File: config.mk
export PLATFORM = sky130hd
export DESIGN_NAME = six_axis_force_torque_conversion
export DESIGN_NICKNAME = d
export VERILOG_FILES = /design/src/rtl/sftc_pkg.sv /design/src/rtl/six_axis_force_torque_conversion.sv /design/src/rtl/sftc_div.sv /design/src/rtl/sftc_mac.sv
export VERILOG_INCLUDE_DIRS = /design/src /design/src/rtl
export SDC_FILE = /design/constraint.sdc
export NUM_CORES = 2
export LEC_CHECK = 0
export ABC_AREA = 1
export BUFFER_PORTS_ARGS = -buffer_cell sky130_fd_sc_hd__buf_2
export CORE_ASPECT_RATIO = 1.5
export CORE_MARGIN = 3
export CORE_UTILIZATION = 67
export CTS_BUF_LIST = sky130_fd_sc_hd__clkbuf_4
export DETAILED_ROUTE_END_ITERATION = 6
export PLACE_DENSITY = 0.84
export SYNTH_ARGS = -nofsm -noshare
export SYNTH_HDL_FRONTEND = slang
export SYNTH_SLANG_ARGS = --single-unit
export TNS_END_PERCENT = 1
File: constraint.sdc
create_clock -name clk -period 16.33 [get_ports clk]
set_input_delay 4.0825 -clock clk [delete_from_list [all_inputs] [get_ports clk]]
set_output_delay 4.0825 -clock clk [all_outputs]
set_load 0.05 [all_outputs]
File: src/rtl/six_axis_force_torque_conversion_macros.svh
// Assertion macros shared by the force/torque conversion RTL
`ifndef SIX_AXIS_FORCE_TORQUE_CONVERSION_MACROS_SVH
`define SIX_AXIS_FORCE_TORQUE_CONVERSION_MACROS_SVH

// Consequent must hold in the same cycle as the antecedent
`define SFTC_ASSERT_NOW(label, ck, rn, ante, cons, msg) \
    label: assert property (@(posedge ck) disable iff (!rn) (ante) |-> (cons)) \
        else $error(msg);

// Consequent must hold in the cycle after the antecedent
`define SFTC_ASSERT_NEXT(label, ck, rn, ante, cons, msg) \
    label: assert property (@(posedge ck) disable iff (!rn) (ante) |=> (cons)) \
        else $error(msg);

`endif

File: src/rtl/sftc_pkg.sv
// Shared types, constants and calibration coefficients for the force/torque conversion
package sftc_pkg;

    localparam int N_CH       = 6;
    localparam int N_COEF     = N_CH * N_CH;
    localparam int CH_IDX_W   = 3;
    localparam int COEF_IDX_W = 6;
    localparam int VOLT_W     = 16;
    localparam int D_W        = 17;
    localparam int COEF_W     = 32;
    localparam int PROD_W     = COEF_W + D_W;
    localparam int ACC_W      = PROD_W + 3;
    localparam int OUT_W      = 32;
    localparam int RND_SH     = 11;
    localparam int RND_HALF   = 1 << (RND_SH - 1);
    localparam int SPA_W      = 11;
    localparam int IN_DATA_W  = N_CH * VOLT_W;
    localparam int OUT_DATA_W = N_CH * OUT_W;
    localparam int APB_AW     = 3;
    localparam int APB_DW     = 32;

    typedef enum logic
    {
        OP_MEASURE = 1'b0,
        OP_OFFSET  = 1'b1
    } opcode_t;

    typedef struct packed
    {
        logic                valid;
        logic [CH_IDX_W-1:0] idx;
        logic [D_W-1:0]      value;
    } mac_load_t;

    typedef struct packed
    {
        logic                valid;
        logic [CH_IDX_W-1:0] row;
        logic [OUT_W-1:0]    value;
    } mac_res_t;

    // Calibration matrix, row-major, Q15.16
    function automatic logic signed [COEF_W-1:0] coef_rom(input logic [COEF_IDX_W-1:0] k);
        logic signed [COEF_W-1:0] c;
        case (k)
            6'd0:    c = 32'sd143;
            6'd1:    c = 32'sd509;
            6'd2:    c = -32'sd5067;
            6'd3:    c = -32'sd217024;
            6'd4:    c = 32'sd1482;
            6'd5:    c = 32'sd215589;
            6'd6:    c = -32'sd1740;
            6'd7:    c = 32'sd265964;
            6'd8:    c = -32'sd4017;
            6'd9:    c = -32'sd123758;
            6'd10:   c = -32'sd489;
            6'd11:   c = -32'sd125769;
            6'd12:   c = 32'sd248437;
            6'd13:   c = 32'sd131;
            6'd14:   c = 32'sd249991;
            6'd15:   c = -32'sd4060;
            6'd16:   c = 32'sd250041;
            6'd17:   c = -32'sd4861;
            6'd18:   c = -32'sd50630;
            6'd19:   c = 32'sd1601312;
            6'd20:   c = 32'sd1369506;
            6'd21:   c = -32'sd766155;
            6'd22:   c = -32'sd1424086;
            6'd23:   c = -32'sd733852;
            6'd24:   c = -32'sd1545934;
            6'd25:   c = -32'sd5793;
            6'd26:   c = 32'sd837068;
            6'd27:   c = 32'sd1299424;
            6'd28:   c = 32'sd851258;
            6'd29:   c = -32'sd1317759;
            6'd30:   c = 32'sd912;
            6'd31:   c = 32'sd942802;
            6'd32:   c = 32'sd24145;
            6'd33:   c = 32'sd916621;
            6'd34:   c = 32'sd16861;
            6'd35:   c = 32'sd953783;
            default: c = '0;
        endcase
        return c;
    endfunction

endpackage

File: src/rtl/six_axis_force_torque_conversion.sv
// Six-axis force/torque conversion: run averaging, zero offset, calibration matrix
//
//  channel   dir  payload                                         accepted when
//  s_axis    in   tuser: opcode; tdata: volt_ch0..volt_ch5        tvalid & tready
//  m_axis    out  tdata: force_x,y,z, torque_x,y,z                tvalid & tready
//  apb       in   samples_per_average at byte address 0           psel & penable & pwrite
//
//  A sample that does not end a run does six read-modify-writes of the sum memory.
//  The sample that ends a run then divides the six sums in turn on the shared bit-serial
//  divider; a measure run then passes the 36 products through the single 32x17 multiplier.
//  Reset needs no clearing pass: a zero sample count and an offset-valid flag stand in.
//  A result waits in the output register; input keeps flowing until the next matrix
//  product, which holds, and with it the input, until that result is taken.
`include "six_axis_force_torque_conversion_macros.svh"

module six_axis_force_torque_conversion #(
    parameter int MAX_SAMPLES = 1024
) (
    input  logic                              clk,
    input  logic                              rst_n,
    input  logic                              psel,
    input  logic                              penable,
    input  logic                              pwrite,
    input  logic [sftc_pkg::APB_AW-1:0]       paddr,
    input  logic [sftc_pkg::APB_DW-1:0]       pwdata,
    output logic [sftc_pkg::APB_DW-1:0]       prdata,
    output logic                              pready,
    input  logic                              s_axis_tvalid,
    output logic                              s_axis_tready,
    // volt_ch0 [15:0], volt_ch1, volt_ch2, volt_ch3, volt_ch4, volt_ch5 [95:80]
    input  logic [sftc_pkg::IN_DATA_W-1:0]    s_axis_tdata,
    // opcode [0]
    input  logic [0:0]                        s_axis_tuser,
    output logic                              m_axis_tvalid,
    input  logic                              m_axis_tready,
    // force_x [31:0], force_y, force_z, torque_x, torque_y, torque_z [191:160]
    output logic [sftc_pkg::OUT_DATA_W-1:0]   m_axis_tdata
);
    import sftc_pkg::*;

    localparam int CNT_W = $clog2(MAX_SAMPLES + 1);
    localparam int SUM_W = VOLT_W + CNT_W;
    localparam int CMP_W = (CNT_W > SPA_W) ? CNT_W : SPA_W;
    localparam logic REG_SPA = 1'b0;

    typedef enum logic [2:0]
    {
        ST_IDLE,
        ST_ACC,
        ST_DIV_RD,
        ST_DIV_GO,
        ST_DIV_WAIT,
        ST_MAC_GO,
        ST_MAC
    } state_t;

    state_t               state_reg;
    logic [SPA_W-1:0]     spa_reg;
    opcode_t              op_reg;
    opcode_t              mode_reg;
    logic [CNT_W-1:0]     cnt_reg;
    logic [CNT_W-1:0]     dsor_reg;
    logic                 fresh_reg;
    logic                 run_end_reg;
    logic [CH_IDX_W-1:0]  ch_reg;
    logic                 wr_pend_reg;
    logic [CH_IDX_W-1:0]  wr_ch_reg;
    logic                 offs_vld_reg;
    logic                 m_tvalid_reg;
    logic [VOLT_W-1:0]    samp_reg [N_CH];
    logic [OUT_W-1:0]     out_reg [N_CH];

    logic [SUM_W-1:0]     sum_mem [N_CH];
    logic [SUM_W-1:0]     sum_rd_reg;
    logic [VOLT_W-1:0]    offs_mem [N_CH];
    logic [VOLT_W-1:0]    offs_rd_reg;

    logic                 cfg_wr;
    logic                 in_acc;
    opcode_t              in_op;
    logic                 fresh;
    logic [CNT_W-1:0]     cnt_new;
    logic                 run_done;
    logic                 sum_re;
    logic                 sum_we;
    logic [SUM_W-1:0]     sum_base;
    logic [SUM_W-1:0]     sum_wd;
    logic                 offs_re;
    logic                 offs_we;
    logic                 div_start;
    logic                 div_done;
    logic [SUM_W-1:0]     div_q;
    logic [VOLT_W-1:0]    q16;
    logic [VOLT_W-1:0]    off16;
    logic [D_W-1:0]       diff;
    mac_load_t            mac_load;
    logic                 mac_start;
    mac_res_t             mac_res;

    assign cfg_wr = psel && penable && pwrite && pready;
    assign pready = 1'b1;
    assign prdata = (paddr[2] == REG_SPA) ? APB_DW'(spa_reg) : '0;

    assign s_axis_tready = (state_reg == ST_IDLE);
    assign in_acc        = s_axis_tvalid && s_axis_tready;
    assign in_op         = opcode_t'(s_axis_tuser[0]);

    // A new run starts on an empty count or on a change of opcode
    assign fresh    = (cnt_reg == '0) || (in_op != mode_reg);
    assign cnt_new  = fresh ? CNT_W'(1) : cnt_reg + 1'b1;
    assign run_done = (CMP_W'(cnt_new) >= CMP_W'(spa_reg))
                   || (CMP_W'(cnt_new) >= CMP_W'(MAX_SAMPLES));

    assign sum_re   = ((state_reg == ST_ACC) && (ch_reg < CH_IDX_W'(N_CH)))
                   || (state_reg == ST_DIV_RD);
    assign sum_we   = wr_pend_reg;
    assign sum_base = fresh_reg ? '0 : sum_rd_reg;
    assign sum_wd   = sum_base + SUM_W'(signed'(samp_reg[wr_ch_reg]));

    assign offs_re   = (state_reg == ST_DIV_RD);
    assign div_start = (state_reg == ST_DIV_GO);
    assign q16       = div_q[VOLT_W-1:0];
    assign off16     = offs_vld_reg ? offs_rd_reg : '0;
    // Difference of two 16-bit values always fits 17 bits, so the clamp never engages
    assign diff      = D_W'(signed'(q16)) - D_W'(signed'(off16));
    assign offs_we   = (state_reg == ST_DIV_WAIT) && div_done && (op_reg == OP_OFFSET);

    assign mac_load.valid = (state_reg == ST_DIV_WAIT) && div_done && (op_reg == OP_MEASURE);
    assign mac_load.idx   = ch_reg;
    assign mac_load.value = diff;
    assign mac_start      = (state_reg == ST_MAC_GO) && !m_tvalid_reg;

    sftc_div #(
        .DEND_W (SUM_W),
        .DSOR_W (CNT_W)
    ) u_div (
        .clk      (clk),
        .rst_n    (rst_n),
        .start    (div_start),
        .dividend (sum_rd_reg),
        .divisor  (dsor_reg),
        .done     (div_done),
        .quotient (div_q)
    );

    sftc_mac u_mac (
        .clk   (clk),
        .rst_n (rst_n),
        .load  (mac_load),
        .start (mac_start),
        .res   (mac_res)
    );

    always_ff @(posedge clk or negedge rst_n)
    begin
        if (!rst_n)
        begin
            state_reg    <= ST_IDLE;
            spa_reg      <= SPA_W'(1);
            op_reg       <= OP_MEASURE;
            mode_reg     <= OP_MEASURE;
            cnt_reg      <= '0;
            dsor_reg     <= '0;
            fresh_reg    <= 1'b0;
            run_end_reg  <= 1'b0;
            ch_reg       <= '0;
            wr_pend_reg  <= 1'b0;
            wr_ch_reg    <= '0;
            offs_vld_reg <= 1'b0;
            m_tvalid_reg <= 1'b0;
        end
        else
        begin
            if (cfg_wr && (paddr[2] == REG_SPA))
            begin
                spa_reg <= pwdata[SPA_W-1:0];
            end
            if (m_tvalid_reg && m_axis_tready)
            begin
                m_tvalid_reg <= 1'b0;
            end
            // Sum written back in the cycle after its read
            wr_pend_reg <= (state_reg == ST_ACC) && (ch_reg < CH_IDX_W'(N_CH));
            unique case (state_reg)
                ST_IDLE:
                begin
                    if (in_acc)
                    begin
                        op_reg      <= in_op;
                        mode_reg    <= in_op;
                        fresh_reg   <= fresh;
                        cnt_reg     <= run_done ? '0 : cnt_new;
                        dsor_reg    <= cnt_new;
                        run_end_reg <= run_done;
                        ch_reg      <= '0;
                        state_reg   <= ST_ACC;
                    end
                end
                ST_ACC:
                begin
                    // Read issued here, sum written back in the next cycle
                    if (ch_reg < CH_IDX_W'(N_CH))
                    begin
                        wr_ch_reg   <= ch_reg;
                        ch_reg      <= ch_reg + 1'b1;
                    end
                    else
                    begin
                        ch_reg    <= '0;
                        state_reg <= run_end_reg ? ST_DIV_RD : ST_IDLE;
                    end
                end
                ST_DIV_RD:
                begin
                    state_reg <= ST_DIV_GO;
                end
                ST_DIV_GO:
                begin
                    state_reg <= ST_DIV_WAIT;
                end
                ST_DIV_WAIT:
                begin
                    if (div_done)
                    begin
                        if (ch_reg == CH_IDX_W'(N_CH - 1))
                        begin
                            ch_reg <= '0;
                            if (op_reg == OP_OFFSET)
                            begin
                                offs_vld_reg <= 1'b1;
                                state_reg    <= ST_IDLE;
                            end
                            else
                            begin
                                state_reg <= ST_MAC_GO;
                            end
                        end
                        else
                        begin
                            ch_reg    <= ch_reg + 1'b1;
                            state_reg <= ST_DIV_RD;
                        end
                    end
                end
                ST_MAC_GO:
                begin
                    // Hold until the output register is free
                    if (!m_tvalid_reg)
                    begin
                        state_reg <= ST_MAC;
                    end
                end
                ST_MAC:
                begin
                    if (mac_res.valid && (mac_res.row == CH_IDX_W'(N_CH - 1)))
                    begin
                        m_tvalid_reg <= 1'b1;
                        state_reg    <= ST_IDLE;
                    end
                end
                default:
                begin
                    state_reg <= ST_IDLE;
                end
            endcase
        end
    end

    always_ff @(posedge clk)
    begin
        if (in_acc)
        begin
            for (int c = 0; c < N_CH; c++)
            begin
                samp_reg[c] <= s_axis_tdata[c*VOLT_W +: VOLT_W];
            end
        end
        if (mac_res.valid)
        begin
            out_reg[mac_res.row] <= mac_res.value;
        end
    end

    always_ff @(posedge clk)
    begin
        if (sum_we)
        begin
            sum_mem[wr_ch_reg] <= sum_wd;
        end
        if (sum_re)
        begin
            sum_rd_reg <= sum_mem[ch_reg];
        end
    end

    always_ff @(posedge clk)
    begin
        if (offs_we)
        begin
            offs_mem[ch_reg] <= q16;
        end
        if (offs_re)
        begin
            offs_rd_reg <= offs_mem[ch_reg];
        end
    end

    always_comb
    begin
        for (int c = 0; c < N_CH; c++)
        begin
            m_axis_tdata[c*OUT_W +: OUT_W] = out_reg[c];
        end
    end

    assign m_axis_tvalid = m_tvalid_reg;

    `SFTC_ASSERT_NEXT(a_accept_drops_ready, clk, rst_n, s_axis_tvalid && s_axis_tready, !s_axis_tready, "input ready held after a request")
    `SFTC_ASSERT_NOW(a_no_result_overwrite, clk, rst_n, mac_res.valid, !m_axis_tvalid, "matrix row written over a held result")
    `SFTC_ASSERT_NOW(a_div_done_in_wait, clk, rst_n, div_done, state_reg == ST_DIV_WAIT, "divider finished outside its wait state")

endmodule

File: src/rtl/sftc_div.sv
// Radix-2 restoring divider: signed dividend by unsigned divisor, truncating toward zero
module sftc_div #(
    parameter int DEND_W = 27,
    parameter int DSOR_W = 11
) (
    input  logic              clk,
    input  logic              rst_n,
    input  logic              start,
    input  logic [DEND_W-1:0] dividend,
    input  logic [DSOR_W-1:0] divisor,
    output logic              done,
    output logic [DEND_W-1:0] quotient
);

    localparam int STEP_W = $clog2(DEND_W);

    logic              busy_reg;
    logic              done_reg;
    logic [STEP_W-1:0] step_reg;
    logic              neg_reg;
    logic [DEND_W-1:0] mag_reg;
    logic [DEND_W-1:0] mag_next;
    logic [DSOR_W-1:0] rem_reg;
    logic [DSOR_W-1:0] rem_next;
    logic [DSOR_W-1:0] dsor_reg;
    logic [DSOR_W:0]   rem_sh;
    logic [DSOR_W:0]   rem_diff;
    logic              ge;

    always_comb
    begin
        rem_sh   = {rem_reg, mag_reg[DEND_W-1]};
        rem_diff = rem_sh - {1'b0, dsor_reg};
        ge       = (rem_sh >= {1'b0, dsor_reg});
        rem_next = ge ? rem_diff[DSOR_W-1:0] : rem_sh[DSOR_W-1:0];
        mag_next = {mag_reg[DEND_W-2:0], ge};
    end

    always_ff @(posedge clk or negedge rst_n)
    begin
        if (!rst_n)
        begin
            busy_reg <= 1'b0;
            done_reg <= 1'b0;
            step_reg <= '0;
        end
        else
        begin
            done_reg <= busy_reg && !start && (step_reg == STEP_W'(DEND_W - 1));
            if (start)
            begin
                busy_reg <= 1'b1;
                step_reg <= '0;
            end
            else if (busy_reg)
            begin
                step_reg <= step_reg + 1'b1;
                if (step_reg == STEP_W'(DEND_W - 1))
                begin
                    busy_reg <= 1'b0;
                end
            end
        end
    end

    // Work on the magnitude, restore the sign at the end
    always_ff @(posedge clk)
    begin
        if (start)
        begin
            neg_reg  <= dividend[DEND_W-1];
            mag_reg  <= dividend[DEND_W-1] ? (~dividend + 1'b1) : dividend;
            rem_reg  <= '0;
            dsor_reg <= divisor;
        end
        else if (busy_reg)
        begin
            mag_reg <= mag_next;
            rem_reg <= rem_next;
        end
    end

    assign done     = done_reg;
    assign quotient = neg_reg ? (~mag_reg + 1'b1) : mag_reg;

endmodule

File: src/rtl/sftc_mac.sv
// Calibration matrix product: one 32x17 multiply per cycle, row accumulate, round and saturate
module sftc_mac (
    input  logic                clk,
    input  logic                rst_n,
    input  sftc_pkg::mac_load_t load,
    input  logic                start,
    output sftc_pkg::mac_res_t  res
);
    import sftc_pkg::*;

    localparam int SHF_W = ACC_W - RND_SH;
    localparam int TOP_W = SHF_W - OUT_W + 1;

    logic signed [D_W-1:0]    d_reg [N_CH];
    logic                     run_reg;
    logic                     run_next;
    logic [COEF_IDX_W-1:0]    k_reg;
    logic [COEF_IDX_W-1:0]    k_next;
    logic [CH_IDX_W-1:0]      i_reg;
    logic [CH_IDX_W-1:0]      i_next;
    logic [CH_IDX_W-1:0]      r_reg;
    logic [CH_IDX_W-1:0]      r_next;
    logic                     p_vld_reg;
    logic                     p_first_reg;
    logic                     p_last_reg;
    logic [CH_IDX_W-1:0]      p_row_reg;
    logic signed [PROD_W-1:0] prod_reg;
    logic signed [PROD_W-1:0] prod_next;
    logic signed [ACC_W-1:0]  acc_reg;
    logic signed [ACC_W-1:0]  acc_base;
    logic signed [ACC_W-1:0]  acc_sum;
    logic                     f_vld_reg;
    logic [CH_IDX_W-1:0]      f_row_reg;
    logic signed [ACC_W-1:0]  fin_reg;
    logic [ACC_W-1:0]         rnd;
    logic [SHF_W-1:0]         shf;
    logic                     fits;
    logic [OUT_W-1:0]         sat;
    logic                     res_vld_reg;
    logic [CH_IDX_W-1:0]      res_row_reg;
    logic [OUT_W-1:0]         res_val_reg;

    always_comb
    begin
        run_next = run_reg;
        k_next   = k_reg;
        i_next   = i_reg;
        r_next   = r_reg;
        if (start)
        begin
            run_next = 1'b1;
            k_next   = '0;
            i_next   = '0;
            r_next   = '0;
        end
        else if (run_reg)
        begin
            k_next = k_reg + 1'b1;
            if (i_reg == CH_IDX_W'(N_CH - 1))
            begin
                i_next = '0;
                r_next = r_reg + 1'b1;
            end
            else
            begin
                i_next = i_reg + 1'b1;
            end
            if (k_reg == COEF_IDX_W'(N_COEF - 1))
            begin
                run_next = 1'b0;
            end
        end
    end

    assign prod_next = PROD_W'(coef_rom(k_reg)) * PROD_W'(d_reg[i_reg]);
    assign acc_base  = p_first_reg ? '0 : acc_reg;
    assign acc_sum   = acc_base + ACC_W'(prod_reg);

    // Round half up to Q.16, then clamp to the 32-bit range
    always_comb
    begin
        rnd  = fin_reg + ACC_W'(RND_HALF);
        shf  = rnd[ACC_W-1:RND_SH];
        fits = (shf[SHF_W-1:OUT_W-1] == {TOP_W{1'b0}})
            || (shf[SHF_W-1:OUT_W-1] == {TOP_W{1'b1}});
        if (fits)
        begin
            sat = shf[OUT_W-1:0];
        end
        else if (shf[SHF_W-1])
        begin
            sat = {1'b1, {(OUT_W-1){1'b0}}};
        end
        else
        begin
            sat = {1'b0, {(OUT_W-1){1'b1}}};
        end
    end

    always_ff @(posedge clk or negedge rst_n)
    begin
        if (!rst_n)
        begin
            run_reg     <= 1'b0;
            k_reg       <= '0;
            i_reg       <= '0;
            r_reg       <= '0;
            p_vld_reg   <= 1'b0;
            f_vld_reg   <= 1'b0;
            res_vld_reg <= 1'b0;
        end
        else
        begin
            run_reg     <= run_next;
            k_reg       <= k_next;
            i_reg       <= i_next;
            r_reg       <= r_next;
            p_vld_reg   <= run_reg;
            f_vld_reg   <= p_vld_reg && p_last_reg;
            res_vld_reg <= f_vld_reg;
        end
    end

    always_ff @(posedge clk)
    begin
        if (load.valid)
        begin
            d_reg[load.idx] <= signed'(load.value);
        end
        if (run_reg)
        begin
            prod_reg    <= prod_next;
            p_first_reg <= (i_reg == '0);
            p_last_reg  <= (i_reg == CH_IDX_W'(N_CH - 1));
            p_row_reg   <= r_reg;
        end
        if (p_vld_reg)
        begin
            acc_reg <= acc_sum;
            if (p_last_reg)
            begin
                fin_reg   <= acc_sum;
                f_row_reg <= p_row_reg;
            end
        end
        if (f_vld_reg)
        begin
            res_row_reg <= f_row_reg;
            res_val_reg <= sat;
        end
    end

    assign res = {res_vld_reg, res_row_reg, res_val_reg};

endmodule

==> impl_metrics.tcl <==
set metrics [dict create \
    fin_crit_sh 0.559 \
    wl_per_cell_um 20.8 \
    endpoint_kind "flop" \
    synthArstFlopShare 0.0711 \
    tightest_slew_ns 1.20 \
    synthCells 5892 \
    relSlewSlack 0.195 \
    yosys.area.top_type_share 0.460 \
    first_pass_iters 6 \
    grt_setup_unrepaired "false" \
    hp-class "reg -> reg" \
    ys_ff_latch 998 \
    rows 133 \
    path_clk_slew_ns 0.08 \
    synth_common_cells "nand2_1 (1051), edfxtp_1 (916), inv_1 (855)" \
    syn_area_um2 59800 \
    arrival_ns 9.96 \
    start_util 0.679 \
    yosysMostFrequentCell "nand2_1" \
    cp-start-kind "flop" \
    cts_root_buf "clkbuf_4" \
    grt_max_degree 89 \
    multiInputGateArea_um2 26400 \
    critPathRequiredTime_ns 17.17 \
    fillers 5972 \
    cts.path.max_buffers 3 \
    cts.hold.buffers_added 0 \
    die-area_um2 92900 \
    ys_seq_area_frac 0.494 \
    coreArea_um2 88000 \
    cts_tree "yes" \
    dieHeight_um 372 \
    layout-drive-gt1-share 0.122 \
    io_pins 366 \
    synth.distinct_cells 63 \
    regArea_um2 29500 \
    slew_viol_final 0 \
    grt_use_total 0.345 \
    die_w_um 250 \
    fin_skew_ns 0.0957 \
    grt_pass1_wl_mm 246 \
    drtIter0Drc 4084 \
    cts_setup_buffers 0 \
    cts_buffers 215 \
    cap_violations 0 \
    largest_reg_flops 192 \
    crit_type "reg -> reg" \
    dpl.hpwl_mm 117 \
    syn_to_final_growth_pct 9.59 \
    yosys_most_used_dff "edfxtp_1" \
    yosysWarnings 0 \
    setup_viol 0 \
    grt_pass1_vias 46019 \
    clock-sinks 998 \
    hold_viol_final 0 \
    viasPerCell 5.90 \
    tns_ns 0 \
    synth_edf_count 916 \
    synthTopCellsByArea "edfxtp_1 (46%), fa_1 (13%), nand2_1 (6.6%), inv_1 (5.4%), nor2_1 (5.3%)" \
    cts.htree.levels 4 \
    portBuffers 320 \
    num-nets-final 7111 \
    fmax_mhz 110 \
    drc 0 \
    drt_wl_total_mm 160 \
    synth_top_cell_by_area "edfxtp_1" \
    antenna_found_initial 2 \
    status "complete, no violations" \
    post_synth.cell_area_avg_um2 10.1 \
    overflow 0 \
    fin_crit_ns 9.13 \
    ant_nets 0 \
    ctsResizeCount 0 \
    vias 45237 \
    place_congestion 1.01 \
    clk_latency_ns 1.19 \
    path_max_fanout 27 \
]
critical path, cell delays in order (launching register included):
cell      delay [ns]
dfrtp_1         0.96
inv_2           0.31
nand2_1         0.36
a21oi_1         0.14
inv_1           0.08
a21oi_1         0.06
nor2_1          0.27
nand3_1         0.52
inv_1           0.45
nand2_1         0.13
fa_1            0.71
fa_1            0.52
inv_1           0.39
fa_1            0.52
fa_1            0.50
fa_1            0.57
inv_1           0.07
fa_1            0.55
inv_1           0.05
ha_1            0.40
nand2_1         0.11
nor2_1          0.14
inv_1           0.07
nor2_1          0.19
and3_1          0.22
nand2_1         0.06
o211ai_1        0.31
xor2_1          0.11
cell families after synthesis:
group                      count (synthesis)  synth area share
DFF                                      998             0.494
adders and majority gates                628             0.181
xor gates and xnor gates                 181            0.0265
other                                      2          0.000126
and+or+nand+nor                         2206             0.148
buffers and inverters                   1044            0.0684
AOI/OAI and AO/OA                        833            0.0829
cell type report:
cell class | count | area share
timing repair buffer | 381 | 0.0315
antenna | 8 | 0.000306
clock buffer | 292 | 0.0335
multi-input combinational | 3870 | 0.403
inverter | 878 | 0.0503
sequential | 998 | 0.450
tap | 1147 | 0.0219
clock inverter | 98 | 0.00961
final timing paths:
check | start | end | slack (ns) | cells after the start
min in group asynchronous | rst_n | spa_reg[9]$_DFFE_PN0P_ | 2.70 | 1
worst max-delay path | u_mac.k_reg[2]$_DFFE_PN0P_ | u_mac.prod_reg[38]$_DFFE_PP_ | 7.20 | 27
max in group asynchronous | rst_n | u_mac.run_reg$_DFF_PN0_ | 12.45 | 2
worst max register to register | u_mac.k_reg[2]$_DFFE_PN0P_ | u_mac.prod_reg[38]$_DFFE_PP_ | 7.20 | 27
worst min-delay path | u_mac.p_row_reg[0]$_DFFE_PP_ | u_mac.f_row_reg[0]$_DFFE_PP_ | 0.43 | 0
worst min register to register | u_mac.p_row_reg[0]$_DFFE_PP_ | u_mac.f_row_reg[0]$_DFFE_PP_ | 0.43 | 0
per-layer routing:
metal,share of wire,GRT usage
met3,0.078,0.0613
met2,0.51,0.609
met4,0.059,0.205
met1,0.35,0.396
met5,0,0
stage by stage:
stage	cell area, µm²	util	hold slack (ns)	instances	setup WS (ns)
after floorplan	59900	-	0.400	5912	7.31
after global placement	62700	0.712	0.406	7274	7.47
after detailed placement	62700	0.712	0.405	7274	7.42
after CTS	65500	0.744	0.415	7664	7.33
after global routing	65500	0.744	0.427	7672	6.85
final	65500	0.744	0.426	7672	7.20
cell usage in the layout (no fill, tap or decap), types with 71 or more instances in the layout:
master,Yosys,layout
clkbuf_4,0,292
edfxtp_1,916,916
xor2_1,122,122
a21oi_1,240,240
nand3_1,157,157
nand2_1,1051,1050
clkinv_1,18,71
fa_1,391,391
buf_2,35,319
ha_1,237,237
inv_1,855,854
nor2_1,841,825
o21ai_0,295,295
Power is not shown: default switching activity piles up to over one toggle a cycle in this logic, so the estimate is an artifact.
